--- config.mk ---
export PLATFORM = sky130hd
export DESIGN_NAME = wrf_ctrl
export DESIGN_NICKNAME = d
export VERILOG_FILES = /design/src/rtl/wrf_pkg.sv /design/src/rtl/wrf_ctrl.sv
export SDC_FILE = /design/constraint.sdc
export NUM_CORES = 1
export LEC_CHECK = 0
export BUFFER_PORTS_ARGS = -buffer_cell sky130_fd_sc_hd__buf_2
export CAP_MARGIN = 20
export CORE_UTILIZATION = 40
export CTS_CLUSTER_DIAMETER = 200
export DETAILED_ROUTE_END_ITERATION = 8
export HOLD_SLACK_MARGIN = 0.1
export PLACE_DENSITY = 0.81
export SLEW_MARGIN = 20
export SYNTH_ARGS = -nofsm -noshare
export SYNTH_HDL_FRONTEND = slang
export SYNTH_SLANG_ARGS = --single-unit
--- constraint.sdc ---
create_clock -name clk_i -period 3.8 [get_ports clk_i]
set_input_delay 0.57 -clock clk_i [delete_from_list [all_inputs] [get_ports clk_i]]
set_output_delay 0.57 -clock clk_i [all_outputs]
set_load 0.05 [all_outputs]
--- src/rtl/wrf_pkg.sv ---
`default_nettype none
package wrf_pkg;
  localparam int unsigned NumSections = 4;
  localparam int unsigned MaxPoints   = 4;
  localparam int unsigned FracBits    = 12;
  localparam int unsigned SecW  = 2;
  localparam int unsigned PtW   = 2;
  localparam int unsigned CntW  = 3;
  localparam int unsigned PosW  = 24;
  localparam int unsigned StepW = 16;
  localparam int unsigned TolW  = 20;
  localparam int unsigned AddrW = SecW + PtW;
  localparam int unsigned Depth = NumSections * MaxPoints;
  // Squared distance needs 2*(PosW+1)+1 bits.
  localparam int unsigned SumW  = 2 * (PosW + 1) + 1;
  localparam int unsigned RootW = (SumW + 1) / 2;
  localparam int unsigned MagW  = PosW + 1;
  localparam int unsigned ProdW = StepW + MagW;

  localparam logic [StepW-1:0] StepReset = StepW'((1 << FracBits) / 5);
  localparam logic [TolW-1:0]  TolReset  = TolW'(5 << FracBits);

  localparam logic [1:0] CmdTick  = 2'd0;
  localparam logic [1:0] CmdWrite = 2'd1;
  localparam logic [1:0] CmdPlace = 2'd2;

  localparam logic [1:0] RegTarget = 2'd0;
  localparam logic [1:0] RegStep   = 2'd1;
  localparam logic [1:0] RegTol    = 2'd2;

  typedef struct packed {
    logic [1:0]             cmd;
    logic [SecW-1:0]        section_sel;
    logic [PtW-1:0]         point_sel;
    logic signed [PosW-1:0] coord_x;
    logic signed [PosW-1:0] coord_y;
    logic                   final_point;
  } in_req_t;

  typedef struct packed {
    logic                   moving;
    logic signed [PosW-1:0] pos_x_out;
    logic signed [PosW-1:0] pos_y_out;
    logic [SecW-1:0]        section_out;
    logic [PtW-1:0]         waypoint_out;
  } out_req_t;

  // Controller commands to the datapath.
  typedef struct packed {
    logic load_in;     // capture the request
    logic do_write;    // write waypoint store and count
    logic do_place;    // set position and current waypoint
    logic pick_next;   // select next waypoint, issue RAM read
    logic calc_dist;   // compute dx, dy, squared sum
    logic adopt;       // move current waypoint to the next one
    logic sqrt_start;
    logic div_start;   // start the two divisions
    logic do_step;     // add the steps to the position
    logic set_moving;
    logic load_out;
  } ctl_t;

  typedef struct packed {
    logic       is_last;   // current is last of target section
    logic       far;       // squared distance above tolerance squared
    logic       sqrt_done;
    logic       div_done;
  } sts_t;
endpackage
`default_nettype wire

--- src/rtl/wrf_ctrl.sv ---
`default_nettype none
module wrf_ctrl
  import wrf_pkg::*;
(
  input  wire logic       clk_i,
  input  wire logic       rst_ni,
  input  wire logic       in_valid_i,
  output logic            in_ready_o,
  input  wire logic [1:0] cmd_i,
  output logic            out_valid_o,
  input  wire logic       out_ready_i,
  input  wire sts_t       sts_i,
  output ctl_t            ctl_o
);
  localparam logic [3:0] SIdle  = 4'd0;
  localparam logic [3:0] SDecode = 4'd1;
  localparam logic [3:0] SRead  = 4'd2;
  localparam logic [3:0] SDist  = 4'd3;
  localparam logic [3:0] SSum   = 4'd4;
  localparam logic [3:0] SCmp   = 4'd5;
  localparam logic [3:0] SSqrt  = 4'd6;
  localparam logic [3:0] SDivGo = 4'd7;
  localparam logic [3:0] SDiv   = 4'd8;
  localparam logic [3:0] SOut   = 4'd9;
  localparam logic [3:0] SWait  = 4'd10;

  logic [3:0] state_q, state_d;
  logic [1:0] cmd_q;
  logic       ovalid_q, ovalid_d;

  // Input is taken when idle; a finished result may still be waiting.
  assign in_ready_o  = (state_q == SIdle);
  assign out_valid_o = ovalid_q;

  always_comb begin
    state_d  = state_q;
    ovalid_d = ovalid_q;
    ctl_o    = '0;
    if (ovalid_q && out_ready_i) ovalid_d = 1'b0;
    case (state_q)
      SIdle: begin
        if (in_valid_i) begin
          ctl_o.load_in = 1'b1;
          state_d = SDecode;
        end
      end
      SDecode: begin
        case (cmd_q)
          CmdWrite: begin
            ctl_o.do_write = 1'b1;
            state_d = SOut;
          end
          CmdPlace: begin
            ctl_o.do_place = 1'b1;
            state_d = SOut;
          end
          CmdTick: begin
            if (sts_i.is_last) begin
              state_d = SOut;
            end else begin
              ctl_o.pick_next  = 1'b1;
              ctl_o.set_moving = 1'b1;
              state_d = SRead;
            end
          end
          default: state_d = SOut;
        endcase
      end
      SRead: state_d = SDist;
      SDist: begin
        ctl_o.calc_dist = 1'b1;
        state_d = SSum;
      end
      SSum: state_d = SCmp;
      SCmp: begin
        if (sts_i.far) begin
          ctl_o.sqrt_start = 1'b1;
          state_d = SSqrt;
        end else begin
          ctl_o.adopt = 1'b1;
          state_d = SOut;
        end
      end
      SSqrt: if (sts_i.sqrt_done) state_d = SDivGo;
      SDivGo: begin
        ctl_o.div_start = 1'b1;
        state_d = SDiv;
      end
      SDiv: begin
        if (sts_i.div_done) begin
          ctl_o.do_step = 1'b1;
          state_d = SOut;
        end
      end
      SOut: state_d = SWait;
      SWait: begin
        if (!ovalid_q || out_ready_i) begin
          ctl_o.load_out = 1'b1;
          ovalid_d = 1'b1;
          state_d = SIdle;
        end
      end
      default: state_d = SIdle;
    endcase
  end

  always_ff @(posedge clk_i or negedge rst_ni) begin
    if (!rst_ni) begin
      state_q  <= SIdle;
      ovalid_q <= 1'b0;
      cmd_q    <= CmdTick;
    end else begin
      state_q  <= state_d;
      ovalid_q <= ovalid_d;
      if (ctl_o.load_in) cmd_q <= cmd_i;
    end
  end

`ifndef SYNTHESIS
  a_accept_idle: assert property (@(posedge clk_i) disable iff (!rst_ni)
    (in_valid_i && in_ready_o) |=> state_q == SDecode) else $error("request lost");
  a_out_hold: assert property (@(posedge clk_i) disable iff (!rst_ni)
    ctl_o.load_out |-> (!ovalid_q || out_ready_i)) else $error("result overwritten");
  a_step_div: assert property (@(posedge clk_i) disable iff (!rst_ni)
    ctl_o.do_step |-> sts_i.div_done) else $error("step before division");
`endif
endmodule
`default_nettype wire
==> metrics <==
Max Cap Violations=0; biggest area consumer among synthesized cells=dfrtp_1; # rows=12; RSZ-0062 raised after global routing=no; # setup viols final=0; Post-synth EDFFs=0; vias in the first global route=389; vias=514; post-route ant nets=0; post-synthesis register bit count=7; Synth top area share=32.7%; Routed WL=1.16 mm; clock root buffer=clkbuf_4; critical path data required time=3.23 ns; ys async rst share=100%; Die X=38.6 um; DP Area=627 um^2; crit end category=output pin; Final Instance Area=653 um^2; PwrDens=939 nW/um^2; RR Startpoint=state_q[3]$_DFFE_PN0P_; Final #Nets=89; IR drop worst, VDD=0.000581 V; fraction of layout cells with a size suffix above 1=39.7%; YS warnings=0; Cell Area, Synth=536 um^2; H-tree depth=1; relative slew slack=70.8%; P&R area growth vs syn=22.0%; Fin. Hold Viols=0; First-pass DRT Iterations=4; HP Class=in -> async; Clock Latency Late Sink=0.25 ns; Slew Limit Fails=0; initial DRC count=14; cts bufs inserted=3; fmax=433 MHz; WL/cell=12.7 um; worst slew pin tran=0.438 ns; CTS Sinks=7; setup TNS=0 ns; Setup Skew=0.00265 ns; Avg Inst Size Synth=9.39 um^2; CTS tree=yes; Die ar.=1490 um^2; largest net degree at the start of global routing=14; fin crit share=60.8%; initial antenna violation count=0; worst-case clock buffer depth=2; first-pass GRT wire length=1.66 mm; grt ovf=0; Post-CTS Setup Bufs=0; hpwl dp=904 um; Netlist cell types=31; antenna diode count=0; outcome=finished, final reports clean; Pleak=0.322 nW; Initial Utilization=45.7%; Clock transition at path regs=0.05 ns; crit path DAT=1.74 ns; crit path launch=state_q[0]$_DFFE_PN0P_; crit-path max FO=9; syn nets=67; part of the Yosys area used for sequential elements=32.7%; Port Buf Inserts=22; Setup crit start kind=register; detailed-route DRC error count=0; hold-fix buffers at CTS=0; Gate Count Post-Synth=57; routability-driven placement congestion ratio=0.845; dominant synthesized flop cell=dfrtp_1; dominant cells by area after synthesis=dfrtp_1 (33%), mux2_4 (5.6%), nor3b_1 (5.6%); Die Ht=38.6 um; GRT Total Usage=17.1%; Period minus WS final=2.31 ns; Core Area=1170 um^2; io pins=23; Post-CTS Resized=0; via/cell ratio=5.59; critical path class=reg -> out
## kinds of logic (layout without fill, tap and decap cells)
logic type | after synthesis | after routing | share of synthesized area, %
and+or+nand+nor | 27 | 27 | 32.2
muxes | 4 | 4 | 9.81
buffers and inverters | 8 | 29 | 8.88
AOI/OAI and AO/OA | 11 | 11 | 16.4
DFF | 7 | 7 | 32.7
## registers in the layout, summed over array words and instances, names as in the netlist
register and count:
state_q 4, cmd_q 2, out_valid_o 1
## power by group
group / total [mW] / switching, mW / internal [mW]
Clock: 0.0638 / 0.0240 / 0.0398
Combinational: 0.352 / 0.218 / 0.134
Sequential: 0.198 / 0.0861 / 0.112
## synthesized netlist by cell type, types with 2 or more instances
library cell and number:
nor3b_1 4, o21ai_0 2, nand2_1 3, nand2b_1 4
inv_1 3, mux2_4 2, nor2_1 5, nor2b_1 2
dfrtp_1 7, nor3_1 2, buf_4 2, buf_2 2
## placed cells by master (no fill, tap or decap), types with 2 or more instances in the layout
cell type / synthesis / routed
mux2_4: 2 / 2
buf_2: 2 / 22
inv_1: 3 / 3
nor3_1: 2 / 2
clkbuf_4: 0 / 3
o21ai_0: 2 / 2
nor2_1: 5 / 5
dfrtp_1: 7 / 7
nor3b_1: 4 / 4
nor2b_1: 2 / 2
nand2_1: 3 / 3
nand2b_1: 4 / 4
## through the flow
stage | worst slack, ns | util [%] | hold WS (ns) | power, mW | instances
after floorplan | 0.995 | - | 0.274 | 0.499 | 57
after global placement | 1.78 | 53.5 | 0.408 | 0.543 | 88
after detailed placement | 1.76 | 53.5 | 0.406 | 0.549 | 88
after CTS | 1.48 | 55.8 | 0.136 | 0.616 | 92
after global routing | 1.36 | 55.8 | 0.142 | 0.658 | 92
final | 1.49 | 55.8 | 0.143 | 0.613 | 92
## metal layers
layer | up-vias | wire [um] | track usage [%]
met2 | 24 | 550 | 25.4
met1 | 240 | 525 | 22.4
met4 | 0 | 0 | 2.59
met3 | 0 | 88 | 8.67
met5 | - | 0 | 0
li1 | 250 | - | -
## cell type report
cell class                      count  area [um^2]
Fill cell                         106          518
Multi-Input combinational cell     42          313
Sequential cell                     7          175
Timing Repair Buffer               22          110
Clock buffer                        4         26.3
Tap cell                           14         17.5
Inverter                            3         11.3
## critical path, stage by stage, from the launching register on
cell and delay [ns]:
dfrtp_1 0.49, nor2b_1 0.36, nand2_1 0.13, nor3b_1 0.22, buf_2 0.29
## path summary, 6_finish.rpt
path,end,slack (ns),cells after the start
setup / recovery,ctl_o[9],1.49,4
hold / removal,out_valid_o$_DFF_PN0_,0.14,1
setup reg to reg,state_q[3]$_DFFE_PN0P_,2.09,4
hold reg to reg,out_valid_o$_DFF_PN0_,0.56,2
max in group asynchronous,state_q[0]$_DFFE_PN0P_,3.51,1
min in group clk_i,out_valid_o$_DFF_PN0_,0.56,2
(Power assumes the default switching activity.)
